`config.mk`:
```
export PLATFORM = sky130hd
export DESIGN_NAME = dgrad_window
export DESIGN_NICKNAME = d
export VERILOG_FILES = /design/src/rtl/depth_gradient_3x3_unit_assert.svh /design/src/rtl/dgrad_pkg.sv /design/src/rtl/dgrad_window.sv
export SDC_FILE = /design/constraint.sdc
export NUM_CORES = 1
export LEC_CHECK = 0
export BUFFER_PORTS_ARGS = -buffer_cell sky130_fd_sc_hd__buf_2
export CAP_MARGIN = 10
export CORE_MARGIN = 2
export CORE_UTILIZATION = 60
export CTS_CLUSTER_SIZE = 14
export DETAILED_ROUTE_END_ITERATION = 16
export GPL_TIMING_DRIVEN = 0
export PLACE_DENSITY = 0.77
export SLEW_MARGIN = 15
export SYNTH_ARGS = -nofsm -noshare
export SYNTH_HDL_FRONTEND = slang
export SYNTH_SLANG_ARGS = --single-unit
export TNS_END_PERCENT = 30
```
`constraint.sdc`:
```
create_clock -name clock -period 3.81 [get_ports clock]
set_input_delay 0.9525 -clock clock [delete_from_list [all_inputs] [get_ports clock]]
set_output_delay 0.9525 -clock clock [all_outputs]
set_load 0.03 [all_outputs]
```
`src/rtl/depth_gradient_3x3_unit_assert.svh`:
```
// assertion macros shared by the depth gradient rtl
// expects signals named clock and reset in the including module
`ifndef DEPTH_GRADIENT_3X3_UNIT_ASSERT_SVH
`define DEPTH_GRADIENT_3X3_UNIT_ASSERT_SVH

// same-cycle implication
`define DGRAD_ASSERT_SAME(label, ante, cons, msg) \
   label: assert property (@(posedge clock) disable iff (reset) (ante) |-> (cons)) \
      else $error(msg);

// next-cycle implication
`define DGRAD_ASSERT_NEXT(label, ante, cons, msg) \
   label: assert property (@(posedge clock) disable iff (reset) (ante) |=> (cons)) \
      else $error(msg);

`endif

```
`src/rtl/dgrad_pkg.sv`:
```
// shared types and constants of the depth gradient unit
// no dependencies
package dgrad_pkg;

   localparam int MAX_WIDTH_DEF  = 128;
   localparam int PIXEL_BITS_DEF = 16;
   localparam int OUT_DEPTH_DEF  = 8;

   localparam int REQ_DATA_W   = 16;
   localparam int GRAD_W       = 19;
   localparam int RSP_DATA_W   = 40;
   localparam int WIDTH_REG_W  = 8;
   localparam int HEIGHT_REG_W = 13;
   localparam int CSR_ADDR_W   = 3;
   localparam int CSR_DATA_W   = 32;

   localparam logic [WIDTH_REG_W-1:0]  WIDTH_RESET  = 8'd80;
   localparam logic [HEIGHT_REG_W-1:0] HEIGHT_RESET = 13'd60;

   typedef enum logic [0:0] {
      REG_IMAGE_WIDTH  = 1'b0,
      REG_IMAGE_HEIGHT = 1'b1
   } dgrad_reg_type;

   // per-request control that travels down the pipeline
   typedef struct packed {
      logic valid;
      logic result;
      logic has_w;
      logic has_n;
      logic last;
   } dgrad_tag_type;

endpackage

```
`src/rtl/dgrad_window.sv`:
```
// 3x3 window registers, masked pair differences and gradient sums
// depends on dgrad_pkg
module dgrad_window #(
   parameter int PIXEL_BITS = dgrad_pkg::PIXEL_BITS_DEF
) (
   input  logic                                 clock,
   input  logic                                 reset,
   input  dgrad_pkg::dgrad_tag_type             tag_i,
   input  logic [PIXEL_BITS-1:0]                px_i,
   input  logic [PIXEL_BITS-1:0]                above_i,
   input  logic [PIXEL_BITS-1:0]                two_above_i,
   output logic                                 push_o,
   output logic signed [dgrad_pkg::GRAD_W-1:0]  grad_x_o,
   output logic signed [dgrad_pkg::GRAD_W-1:0]  grad_y_o,
   output logic                                 last_o
);
   localparam int GW = dgrad_pkg::GRAD_W;

   // row 0 two above, row 1 above, row 2 current; column 0 oldest
   logic [PIXEL_BITS-1:0]       win_ff [3][3];
   dgrad_pkg::dgrad_tag_type    tag2_ff;
   dgrad_pkg::dgrad_tag_type    tag3_ff;
   logic signed [PIXEL_BITS:0]  diff_ff [4];
   logic signed [PIXEL_BITS:0]  diff_in [4];

   function automatic logic signed [PIXEL_BITS:0] pair_diff(
      input logic [PIXEL_BITS-1:0] far_v,
      input logic [PIXEL_BITS-1:0] near_v,
      input logic                  ok
   );
      logic signed [PIXEL_BITS:0] res;
      res = '0;
      if (ok && far_v != '0 && near_v != '0) begin
         res = $signed({1'b0, far_v}) - $signed({1'b0, near_v});
      end
      return res;
   endfunction

   always_ff @(posedge clock) begin
      if (reset) begin
         for (int i = 0; i < 3; i++) begin
            for (int j = 0; j < 3; j++) begin
               win_ff[i][j] <= '0;
            end
         end
      end else if (tag_i.valid) begin
         for (int i = 0; i < 3; i++) begin
            win_ff[i][0] <= win_ff[i][1];
            win_ff[i][1] <= win_ff[i][2];
         end
         win_ff[0][2] <= two_above_i;
         win_ff[1][2] <= above_i;
         win_ff[2][2] <= px_i;
      end
   end

   always_comb begin
      diff_in[0] = pair_diff(win_ff[1][2], win_ff[1][0], tag2_ff.has_w);
      diff_in[1] = pair_diff(win_ff[0][2], win_ff[2][0], tag2_ff.has_w && tag2_ff.has_n);
      diff_in[2] = pair_diff(win_ff[0][1], win_ff[2][1], tag2_ff.has_n);
      diff_in[3] = pair_diff(win_ff[0][0], win_ff[2][2], tag2_ff.has_w && tag2_ff.has_n);
   end

   always_ff @(posedge clock) begin
      if (reset) begin
         tag2_ff <= '0;
         tag3_ff <= '0;
      end else begin
         tag2_ff <= tag_i;
         tag3_ff <= tag2_ff;
      end
   end

   always_ff @(posedge clock) begin
      if (tag2_ff.valid) begin
         for (int k = 0; k < 4; k++) begin
            diff_ff[k] <= diff_in[k];
         end
      end
   end

   assign push_o   = tag3_ff.valid && tag3_ff.result;
   assign last_o   = tag3_ff.last;
   assign grad_x_o = GW'(diff_ff[0]) + GW'(diff_ff[1]) - GW'(diff_ff[3]);
   assign grad_y_o = GW'(diff_ff[1]) + GW'(diff_ff[2]) + GW'(diff_ff[3]);

endmodule

```
==> impl_metrics.csv <==
group,metric,value,unit
drt,dr.pass1.iters,6,
sta,max_slew.worst_pin.slew,0.792,ns
setup_path,cp-start-kind,"flip-flop",
drt,dr_wl_met2,14100,µm
cts,root_buffer,"clkbuf_16",
cells_and_area,mostFrequentLayoutCell,"edfxtp_1",
sta,setup_tns,-8.83,ns
power,power.internal,5.04,mW
power,netSwitchingFraction,32.3,%
synth,synth-xor-area-share,3.16,%
cts,cts_buffer_depth,3,
global_routing,grt_max_degree,69,
setup_path,end_kind,"output port",
cells_and_area,fin_util,69.8,%
global_routing,grt_antenna_before_repair,0,
drt,drc_errors,0,
sta,min_period,4.44,ns
synth,synth_mux_area_share,0.451,%
floorplanning,io_pins,95,
cts,clock_latency,0.51,ns
place,pre_cts_ws,-0.290,ns
power,power.leakage,6.74,nW
synth,syn-cell-area,13900,µm²
power,pwr-share-clk,28.8,%
drt,wl_met1,13900,µm
floorplanning,start_util,61.2,%
setup_path,crit_type,"flip-flop to output port",
global_routing,grt_pass1_vias,9381,
cells_and_area,fillers,1637,
floorplanning,row_count,55,
synth,netlist_instances,1274,
synth,synth_flop_cell,"edfxtp_1",
power,ir_drop,0.000370,V
setup_path,crit_path_max_fanout,4,
power,combinationalPowerShare,31.4,%
drt,drt-total-wl,30300,µm
floorplanning,die_width,156,µm
sta,setup_viol,27,
power,power_density,471,nW/µm²
sta,whs,0.452,ns
drt,wl_met3,1390,µm
place,globalplace.congestion,0.945,
synth,synth_top_family_by_area,"simple AND/OR/NAND/NOR gates",
sta,relSlewSlack,47.2,%
drt,dr.first_iter.drc_count,704,
cells_and_area,diodes,0,
cells_and_area,layout-drive-gt1-share,15.5,%
synth,yosysUniqueCellTypes,79,
drt,ant_nets,0,
global_routing,grtUsageTotal,25.5,%
floorplanning,die-area,24300,µm²
drt,topRoutingLayerUsed,"met4",
power,power_switching,2.41,mW
run,drv_cap,0,
cells_and_area,syn_to_final_growth,14.0,%
global_routing,grt_overflow,0,
cts,path_clk_slew,0.06,ns
synth,synth_compound_area_share,11.7,%
power,finalPower,7.44,mW
place,dp.cells,1656,
status,violations,"negative setup slack",
cells_and_area,final_cell_mix,"edfxtp_1 (212), inv_1 (171), and2_1 (148)",
setup_path,critPathArrivalTime,3.49,ns
sta,fmax,225,MHz
sta,finalHoldViolations,0,
floorplanning,core,22600,µm²
setup_path,worstPathRequired,2.86,ns
cts,cts_tree,"done",
drt,avgViaCountPerCell,5.64,
sta,period_share,117,%
cells_and_area,instances_no_fill,1708,
global_routing,grt_pass1_wl,47900,µm
sta,setup_ws,-0.631,ns
cts,h-tree-depth,1,
synth,syn-num-nets,1468,
sta,drv_slew,0,
synth,async_flop_share,0,%
sta,clock_skew,0.0103,ns
cts,clock_sinks,220,
floorplanning,dieHeight,156,µm
synth,yosys.area_share.simple,17.3,%
cells_and_area,final_cell_area,15800,µm²
synth,avgSynthCellArea,10.9,µm²
place,dpl_cell_area,14800,µm²
synth,synth_fa_ha_area_share,14.7,%
synth,synth-seq-cells,220,
hold_path,hold_path_class,"flip-flop to flip-flop",
synth,yosys_warnings,0,
place,hpwl,23800,µm
drt,vias,9641,
place,numPortBuffers,94,
cells_and_area,nets,1601,
sta,rsz0062_at_grt,"yes",
synth,synth-edff-count,212,
power,pwr-share-seq,39.8,%
cts,cts_inserted_buffers,23,
synth,yosysSeqAreaShare,47.1,%
drt,wl_per_cell,17.7,µm
status,run_status,"finished with violations",
==> power by group through the flow <==
stage | Combinational, mW | Clock [mW] | Sequential [mW]
finish | 2.34 | 2.15 | 2.96
global route | 2.55 | 2.28 | 2.97
CTS | 2.24 | 2.18 | 2.96
detailed placement | 2.13 | 0 | 3.01
global placement | 2.07 | 0 | 3.03
floorplan | 1.63 | 0 | 2.96
==> cells in the mapped netlist, types with 18 or more instances <==
master    count  area share (%)
edfxtp_1    212              46
inv_1       173             4.7
and2_1      148             6.7
ha_1        100             9.0
nor2_1       77             2.1
a21oi_1      57             2.1
nand2_1      40             1.1
fa_1         39             5.6
nor3_1       34             1.2
o21ai_0      34             1.2
nor4_1       32             1.4
xnor2_1      28             1.8
xor2_1       22             1.4
clkbuf_1     21            0.57
nor2b_1      21            0.95
a21o_1       20             1.1
nand3_1      18            0.65
o21a_1       18            0.97
==> state kept, by name (all words and copies together), names as in the netlist <==
name,count
last_o,1
tag2_ff,5
diff_ff,68
tag3_ff,2
win_ff,144
==> logic make-up (layout without fill, tap and decap cells) <==
group | after synthesis | count (layout)
and+or+nand+nor | 436 | 436
DFF | 220 | 220
AOI/OAI and AO/OA | 226 | 226
xor gates and xnor gates | 50 | 50
buffers and inverters | 197 | 346
adders and majority gates | 139 | 139
muxes | 6 | 6
==> final timing paths <==
| path | startpoint | to | slack, ns | depth (start not counted) |
|---|---|---|---|---|
| worst max-delay path | diff_ff[2][1]$_SDFFCE_PN0P_ | grad_y_o[17] | -0.63 | 12 |
| worst min-delay path | tag2_ff[0]$_SDFF_PP0_ | last_o$_SDFF_PP0_ | 0.45 | 1 |
| worst max register to register | win_ff[0][112]$_SDFFCE_PN0P_ | diff_ff[2][14]$_SDFFCE_PN0P_ | 0.91 | 9 |
| worst min register to register | tag2_ff[0]$_SDFF_PP0_ | last_o$_SDFF_PP0_ | 0.45 | 1 |
==> cell type report <==
class | count | area, µm² | area share [%]
clock buffer | 27 | 591 | 3.74
timing repair buffer | 109 | 709 | 4.49
sequential | 220 | 6530 | 41.3
buffer | 23 | 123 | 0.776
inverter | 173 | 649 | 4.11
tap | 285 | 357 | 2.26
clock inverter | 14 | 129 | 0.815
multi-input combinational | 857 | 6720 | 42.5
==> metal layers <==
metal | vias to the layer above | GRT usage, %
li1 | 4756 | -
met1 | 4561 | 36.1
met4 | 0 | 8.08
met2 | 270 | 42.1
met5 | - | 0
met3 | 54 | 2.22
==> critical path: stages, from the launching register on <==
cell       delay [ns]
edfxtp_1         0.42
fa_1             0.57
ha_2             0.19
inv_2            0.04
fa_2             0.35
nor2b_2          0.17
o21ai_2          0.10
a21boi_2         0.17
o31a_1           0.27
o211ai_2         0.19
o2111ai_2        0.21
o311ai_2         0.12
buf_4            0.18
==> repair_timing <==
| item | in CTS | in global routing |
|---|---|---|
| buffers inserted | 8 | 4 |
| resized for setup | 31 | 38 |
| hold buffers | 0 | 0 |
| cloned | 0 | 0 |
| pin swaps | 25 | 15 |
| endpoints found under the hold margin | 0 | 0 |
| endpoints found under the setup margin | 27 | 29 |
Note: power is estimated with default switching activity, not from simulation.
