<file path="config.mk">
export PLATFORM = sky130hd
export DESIGN_NAME = dgrad_out_fifo
export DESIGN_NICKNAME = d
export VERILOG_FILES = /design/src/rtl/depth_gradient_3x3_unit_assert.svh /design/src/rtl/dgrad_pkg.sv /design/src/rtl/dgrad_out_fifo.sv
export SDC_FILE = /design/constraint.sdc
export NUM_CORES = 1
export LEC_CHECK = 0
export BUFFER_PORTS_ARGS = -buffer_cell sky130_fd_sc_hd__buf_2
export CORE_MARGIN = 2
export CORE_UTILIZATION = 45
export DETAILED_ROUTE_END_ITERATION = 8
export PLACE_DENSITY_LB_ADDON = 0.2
export SETUP_SLACK_MARGIN = 0.15
export SLEW_MARGIN = 20
export SYNTH_ARGS = -nofsm -noshare
export SYNTH_HDL_FRONTEND = slang
export SYNTH_SLANG_ARGS = --single-unit
export TNS_END_PERCENT = 100
</file>
<file path="constraint.sdc">
create_clock -name clock -period 4.28 [get_ports clock]
set_input_delay 0.856 -clock clock [delete_from_list [all_inputs] [get_ports clock]]
set_output_delay 0.856 -clock clock [all_outputs]
set_load 0.005 [all_outputs]
</file>
<file path="src/rtl/depth_gradient_3x3_unit_assert.svh">
// assertion macros shared by the depth gradient rtl
// expects signals named clock and reset in the including module
`ifndef DEPTH_GRADIENT_3X3_UNIT_ASSERT_SVH
`define DEPTH_GRADIENT_3X3_UNIT_ASSERT_SVH

// same-cycle implication
`define DGRAD_ASSERT_SAME(label, ante, cons, msg) \
   label: assert property (@(posedge clock) disable iff (reset) (ante) |-> (cons)) \
      else $error(msg);

// next-cycle implication
`define DGRAD_ASSERT_NEXT(label, ante, cons, msg) \
   label: assert property (@(posedge clock) disable iff (reset) (ante) |=> (cons)) \
      else $error(msg);

`endif

</file>
<file path="src/rtl/dgrad_pkg.sv">
// shared types and constants of the depth gradient unit
// no dependencies
package dgrad_pkg;

   localparam int MAX_WIDTH_DEF  = 128;
   localparam int PIXEL_BITS_DEF = 16;
   localparam int OUT_DEPTH_DEF  = 8;

   localparam int REQ_DATA_W   = 16;
   localparam int GRAD_W       = 19;
   localparam int RSP_DATA_W   = 40;
   localparam int WIDTH_REG_W  = 8;
   localparam int HEIGHT_REG_W = 13;
   localparam int CSR_ADDR_W   = 3;
   localparam int CSR_DATA_W   = 32;

   localparam logic [WIDTH_REG_W-1:0]  WIDTH_RESET  = 8'd80;
   localparam logic [HEIGHT_REG_W-1:0] HEIGHT_RESET = 13'd60;

   typedef enum logic [0:0] {
      REG_IMAGE_WIDTH  = 1'b0,
      REG_IMAGE_HEIGHT = 1'b1
   } dgrad_reg_type;

   // per-request control that travels down the pipeline
   typedef struct packed {
      logic valid;
      logic result;
      logic has_w;
      logic has_n;
      logic last;
   } dgrad_tag_type;

endpackage

</file>
<file path="src/rtl/dgrad_out_fifo.sv">
// result queue between the gradient pipeline and the response channel
// depends on dgrad_pkg
module dgrad_out_fifo #(
   parameter int OUT_DEPTH = dgrad_pkg::OUT_DEPTH_DEF
) (
   input  logic                                 clock,
   input  logic                                 reset,
   input  logic                                 push,
   input  logic signed [dgrad_pkg::GRAD_W-1:0]  grad_x_i,
   input  logic signed [dgrad_pkg::GRAD_W-1:0]  grad_y_i,
   input  logic                                 last_i,
   output logic                                 rsp_tvalid,
   input  logic                                 rsp_tready,
   output logic [dgrad_pkg::RSP_DATA_W-1:0]     rsp_tdata,
   output logic                                 rsp_tlast
);
   localparam int GW      = dgrad_pkg::GRAD_W;
   localparam int ENTRY_W = 2 * GW + 1;
   localparam int PTR_W   = (OUT_DEPTH > 1) ? $clog2(OUT_DEPTH) : 1;
   localparam int COUNT_W = $clog2(OUT_DEPTH + 1);

   logic [ENTRY_W-1:0] store_ff [OUT_DEPTH];
   logic [PTR_W-1:0]   wr_ptr_ff, wr_ptr_in;
   logic [PTR_W-1:0]   rd_ptr_ff, rd_ptr_in;
   logic [COUNT_W-1:0] count_ff, count_in;
   logic               pop;
   logic [ENTRY_W-1:0] head;

   function automatic logic [PTR_W-1:0] ptr_next(input logic [PTR_W-1:0] p);
      return (p == PTR_W'(OUT_DEPTH - 1)) ? '0 : p + 1'b1;
   endfunction

   assign pop = rsp_tvalid && rsp_tready;

   always_comb begin
      wr_ptr_in = push ? ptr_next(wr_ptr_ff) : wr_ptr_ff;
      rd_ptr_in = pop ? ptr_next(rd_ptr_ff) : rd_ptr_ff;
      count_in  = count_ff;
      if (push && !pop) begin
         count_in = count_ff + 1'b1;
      end else if (pop && !push) begin
         count_in = count_ff - 1'b1;
      end
   end

   always_ff @(posedge clock) begin
      if (reset) begin
         wr_ptr_ff <= '0;
         rd_ptr_ff <= '0;
         count_ff  <= '0;
      end else begin
         wr_ptr_ff <= wr_ptr_in;
         rd_ptr_ff <= rd_ptr_in;
         count_ff  <= count_in;
      end
   end

   always_ff @(posedge clock) begin
      if (push) begin
         store_ff[wr_ptr_ff] <= {last_i, grad_y_i, grad_x_i};
      end
   end

   assign head       = store_ff[rd_ptr_ff];
   assign rsp_tvalid = (count_ff != '0);
   assign rsp_tlast  = head[ENTRY_W-1];
   assign rsp_tdata  = dgrad_pkg::RSP_DATA_W'(head[2*GW-1:0]);

endmodule

</file>
==> results of run 1 <==
-- final timing paths --
kind,start,to,cells past startpoint
worst max-delay path,flop,rsp_tdata[14],4
worst min-delay path,rd_ptr_ff[1],flop,2
worst max register to register,count_ff[1],count_ff[3],9
worst min register to register,rd_ptr_ff[1],flop,2
-- worst min-delay path, cell delays in order (launching register included) --
cell and delay [ns]:
dfxtp_1 0.31, nand2_1 0.05, a21oi_1 0.07
-- logic make-up (layout without fill, tap and decap cells) --
logic type                 Yosys count  count (layout)  share of synthesized area
AOI/OAI and AO/OA                    9               9                    0.00392
buffers and inverters               28             162                     0.0145
DFF                                325             325                      0.774
muxes                              120             120                      0.185
other                                1               3                   0.000301
adders and majority gates            8               8                    0.00864
xor gates and xnor gates             2               2                    0.00141
and+or+nand+nor                     35              35                     0.0127
-- per-stage QoR --
step	hold WS (ns)	power (W)
5_1_grt	0.524	0.00790
6_report	0.486	0.00758
3_3_place_gp	0.456	0.00491
3_5_place_dp	0.476	0.00494
2_1_floorplan	0.450	0.00460
4_1_cts	0.486	0.00769
-- power groups by stage --
stage          clock, W  combinational [W]  sequential (W)
6_report        0.00273            0.00115         0.00370
5_1_grt         0.00293            0.00125         0.00371
4_1_cts         0.00281            0.00118         0.00370
3_5_place_dp          0            0.00118         0.00377
3_3_place_gp          0            0.00115         0.00376
2_1_floorplan         0           0.000923         0.00367
-- layer usage --
layer  vias to the layer above  routed length, um  global-route usage
met5                         -                 13                   0
met4                         2                437              0.0472
met3                        35               1130              0.0333
met2                       132              11600               0.280
met1                      2940              10100               0.223
li1                       2438                  -                   -
-- flip-flops by register name, summed over array words and instances, names as in the netlist, named ones only --
name / cells
rd_ptr_ff: 3
store_ff: 312
count_ff: 4
wr_ptr_ff: 3
-- cells in the final DEF (no fill, tap or decap), types with 3 or more instances in the layout --
| cell type | synthesis | final |
|---|---|---|
| dfxtp_1 | 13 | 10 |
| nand2b_1 | 3 | 3 |
| a21oi_1 | 7 | 7 |
| ha_1 | 7 | 7 |
| buf_2 | 9 | 82 |
| clkbuf_16 | 0 | 35 |
| buf_4 | 2 | 11 |
| clkinv_2 | 0 | 5 |
| nand2_1 | 7 | 7 |
| mux2_4 | 20 | 20 |
| edfxtp_1 | 312 | 312 |
| clkinv_1 | 0 | 5 |
| mux2_2 | 20 | 20 |
| mux4_2 | 78 | 78 |
| buf_12 | 3 | 7 |
| clkbuf_1 | 11 | 11 |
| nor2_1 | 17 | 11 |
| nor2_4 | 0 | 6 |
-- final cells by class --
class / count / area [um^2]
Fill cell: 2098 / 12600
Sequential cell: 325 / 9640
Multi-Input combinational cell: 176 / 2700
Clock buffer: 46 / 917
Timing Repair Buffer: 100 / 633
Tap cell: 341 / 427
Clock inverter: 14 / 124
Inverter: 2 / 7.51
Antenna cell: 1 / 2.50
==> impl_metrics.ini, run 1 <==
[floorplanning]
fp.dieW_um = 170
io_pins = 85
rows = 60
core_area_um2 = 27000
die_h_um = 170
initial_utilization = 0.461
dieArea_um2 = 29000

[clock_tree]
cts_inserted_buffers = 34
htreeDepth = 2
cts_sinks = 325
cts_hold_buf = 0
clk_pin_slew_ns = 0.06
cts_tree = built
cts_root_buf = clkbuf_16
clk_path_buf_depth = 3
clock_latency_ns = 0.50
cts_setup_buffers = 0
ctsResizeCount = 0

[critical_path]
cpLargestDelayFamily = multiplexers
path_class = reg2out
crit_buf_inv = 2
cp_data_arrival_time_ns = 2.63
cp_cell_sequence = buf_4 -> mux4_2 -> mux2_2 -> buf_2
end_kind = primary output
worst_path_largest_cell_delay_ns = 0.79
ff2ff_setup_slack_ns = 1.51
critPathRequiredTime_ns = 3.42
worstPathMaxFanout = 32
slowest_stage = dfxtp_4
cp-start-kind = flop

[logic_synthesis]
synth_top_area_frac = 0.753
synth.distinct_cells = 29
ys_top_cells_by_area = edfxtp_1, mux4_2, mux2_4
syn_area_per_cell_um2 = 23.6
synth_edf_count = 312
synth_commonest_cells = edfxtp_1, mux4_2, mux2_2, mux2_4, nor2_1
synth_top_area_cell = edfxtp_1
netlist_area_um2 = 12400
synth_warnings = 0
synth-seq-area-share = 0.774
synth_flop_cell = edfxtp_1
synthCells = 528
synth.most_common_cell = edfxtp_1
ys_ff_latch = 325
synthArstFlopShare = 0

[sta]
timing.final.ws_setup_ns = 0.793
period_needed_ns = 3.49
setup-tns-final_ns = 0
rsz0062_at_grt = no
drv_slew = 0
fmax_mhz = 287
finalCritPeriodShare = 0.815
max-slew-margin-rel = 0.535
clock_skew_ns = 0.0208
hold_violations = 0
worst_slew_pin_slew_ns = 0.697
setup_violations = 0

[pwr]
ir_worst_vdd_v = 0.000279
power_density_nw_per_um2 = 525
power.share.sequential = 0.488
p_leak_nw = 4.69
sw_frac_of_total = 0.224
p_sw_w = 0.00170
intPower_w = 0.00588
p_clk_frac = 0.360
power_frac_comb = 0.152

[global_routing]
gr-total-overflow = 0
antenna_found_initial = 1
grt_max_degree = 55
first_global_vias = 5998
grt_usage = 0.166
grt_pass1_wl_um = 35700

[placement]
routabilityCongestion = 0.687
post-place-ws_ns = 1.24
placedCellCount = 944
placed_area_um2 = 13400
io_buffers = 82
dp_hpwl_um = 13400

[finish]
syn_to_final_growth_pct = 16.1
nets = 690
final_util = 0.534
final_cell_area_um2 = 14400
final_cells = 1005
drive_gt1_frac = 0.412

[min_path]
hold_class = reg2reg

[detailed_routing]
antenna_left = 0
totalWireLength_um = 23300
dr.pass1.iters = 4
drc = 0
vias = 5547
drt_iter0_drc = 398
wl_per_cell_um = 23.2
via_per_inst = 5.52

[status]
status = completed

[job]
maxCapViolCount = 0
(Power assumes the default switching activity.)
==> inputs of run 2 (changes only) <==
- clock period: 4.28 -> 3.62 ns (I/O delays scaled with it)
==> run 2 against run 1 <==
Clock skew is 0.0053 ns lower. Sequential share of layout area is 0.43 points lower. Combinational power is 22% higher. Total power is 20% higher. Largest power group unchanged. Critical endpoint is now rsp_tdata[31]. Final cell count is 0.30% lower. Register-to-register slack worse by 0.63 ns. Sequential cell count stayed put. Die area stayed put. First-iteration DRC count is 27% higher. Core utilization is 0.35 points higher. Critical path type unchanged. Clock power is 24% higher. Worst hold slack worse by 0.028 ns.
==> impl_metrics.ini, run 2 (synthesized netlist as in run 1, its figures left out) <==
[min_path]
min_from = rd_ptr_ff[2]
hold_class = reg2reg
hold_depth = 2

[global_routing]
grt_usage = 0.166
grt_pass1_wl_um = 35400
grt_max_degree = 53
gr-total-overflow = 0
first_global_vias = 5961
antenna_found_initial = 1

[finish]
final_common_cell = edfxtp_1
top_register = store_ff
largest_reg_flops = 312
num_antenna_cells = 0
nets = 689
drive_gt1_frac = 0.415
top_regs = store_ff: 312 flops, count_ff: 4 flops
syn_to_final_growth_pct = 16.8
final_cell_mix = edfxtp_1, buf_2, mux4_2, clkbuf_16

[floorplanning]
dieArea_um2 = 29000
io_pins = 85
core_area_um2 = 27000
initial_utilization = 0.461
rows = 60
fp.dieW_um = 170
die_h_um = 170

[detailed_routing]
via_per_inst = 5.51
dr.pass1.iters = 6
antenna_left = 0
vias = 5520
drc = 0
drt_iter0_drc = 504
wl_per_cell_um = 23.0
totalWireLength_um = 23100

[pwr]
ir_worst_vdd_v = 0.000534
power_density_nw_per_um2 = 628
p_leak_nw = 4.71

[sta]
worst_slew_pin_slew_ns = 0.597
setup_violations = 0
clock_skew_ns = 0.0155
period_needed_ns = 3.16
max-slew-margin-rel = 0.601
rsz0062_at_grt = no
fmax_mhz = 317
finalCritPeriodShare = 0.872
hold_violations = 0
whs_ns = 0.457
setup-tns-final_ns = 0
drv_slew = 0

[placement]
io_buffers = 82
routabilityCongestion = 0.708
dp_hpwl_um = 13000

[clock_tree]
cts_setup_buffers = 0
clock_latency_ns = 0.51
clk_pin_slew_ns = 0.06
ctsResizeCount = 0
cts_root_buf = clkbuf_16
cts_tree = built
cts_sinks = 325
cts_hold_buf = 0
htreeDepth = 2
clk_path_buf_depth = 3
cts_inserted_buffers = 35

[critical_path]
path_class = reg2out
reg2reg_to = count_ff[3]
cp_cell_sequence = buf_4 -> mux4_2 -> mux2_4 -> buf_2
cpLargestDelayFamily = multiplexers
slowest_stage = dfxtp_4
cp_data_arrival_time_ns = 2.43
critPathRequiredTime_ns = 2.90
rr_worst_depth = 9
ff2ff_setup_slack_ns = 0.88
r2r_start = count_ff[1]
end_kind = primary output
cp-start-kind = flop
worstPathMaxFanout = 21
worst_path_largest_cell_delay_ns = 0.66
crit_buf_inv = 2

[status]
status = completed

[job]
maxCapViolCount = 0
==> run 2: changes by cell type in the layout (fill, tap and decap cells not counted) <==
cell | before | now
buf_12 | 7 | 10
buf_4 | 11 | 6
clkbuf_16 | 35 | 36
clkbuf_8 | 0 | 3
clkinv_1 | 5 | 2
clkinv_2 | 5 | 2
clkinv_8 | 0 | 1
clkinvlp_4 | 0 | 1
diode_2 | 1 | 0
inv_6 | 1 | 2
inv_8 | 1 | 0
nor3_2 | 2 | 0
nor3_4 | 0 | 2
==> run 2: area by class of cell <==
cell class                 count  area [um^2]
tap                          341          427
sequential                   325         9640
multi-input combinational    176         2710
clock buffer                  50          983
fill                        2051        12500
clock inverter                10          119
timing repair buffer          98          656
inverter                       2         7.51
==> run 2: worst reg2reg max path, stage by stage (launching register included) <==
cell and delay (ns):
dfxtp_1 0.35, or4_1 0.61, nand2_1 0.18, ha_1 0.19
inv_1 0.09, ha_1 0.34, a21oi_1 0.21, a211oi_1 0.11
a31oi_1 0.19, mux2_2 0.36
==> run 2: how the worst max path moves through the flow <==
stage                start  cells past startpoint              to
2_1_floorplan         push                      2  store_ff[2][0]
4_1_cts               flop                      4   rsp_tdata[31]
3_5_place_dp   count_ff[1]                      9     count_ff[3]
6_report              flop                      4   rsp_tdata[31]
5_1_grt               flop                      4    rsp_tdata[1]
3_3_place_gp          flop                      4    rsp_tdata[1]
==> run 2: metrics by stage <==
stage	instances	power (W)	utilization	instance area, um^2	worst slack [ns]
CTS	1002	0.00926	0.538	14500	0.394
global placement	942	0.00581	0.497	13400	0.942
finish	1002	0.00912	0.538	14500	0.464
detailed placement	942	0.00586	0.497	13400	0.921
global route	1002	0.00952	0.538	14500	0.312
floorplan	529	0.00543	-	12500	0.687
==> run 2: routing by layer <==
metal | GRT usage | up-vias | wire (um)
li1 | - | 2440 | -
met1 | 0.217 | 2906 | 9680
met2 | 0.283 | 129 | 11800
met3 | 0.0316 | 43 | 1050
met4 | 0.0513 | 2 | 539
met5 | 0 | - | 11
==> run 2: report_power, final <==
part	switching, W	internal, W
sequential	0.000118	0.00423
clock	0.00134	0.00204
combinational	0.000584	0.000815
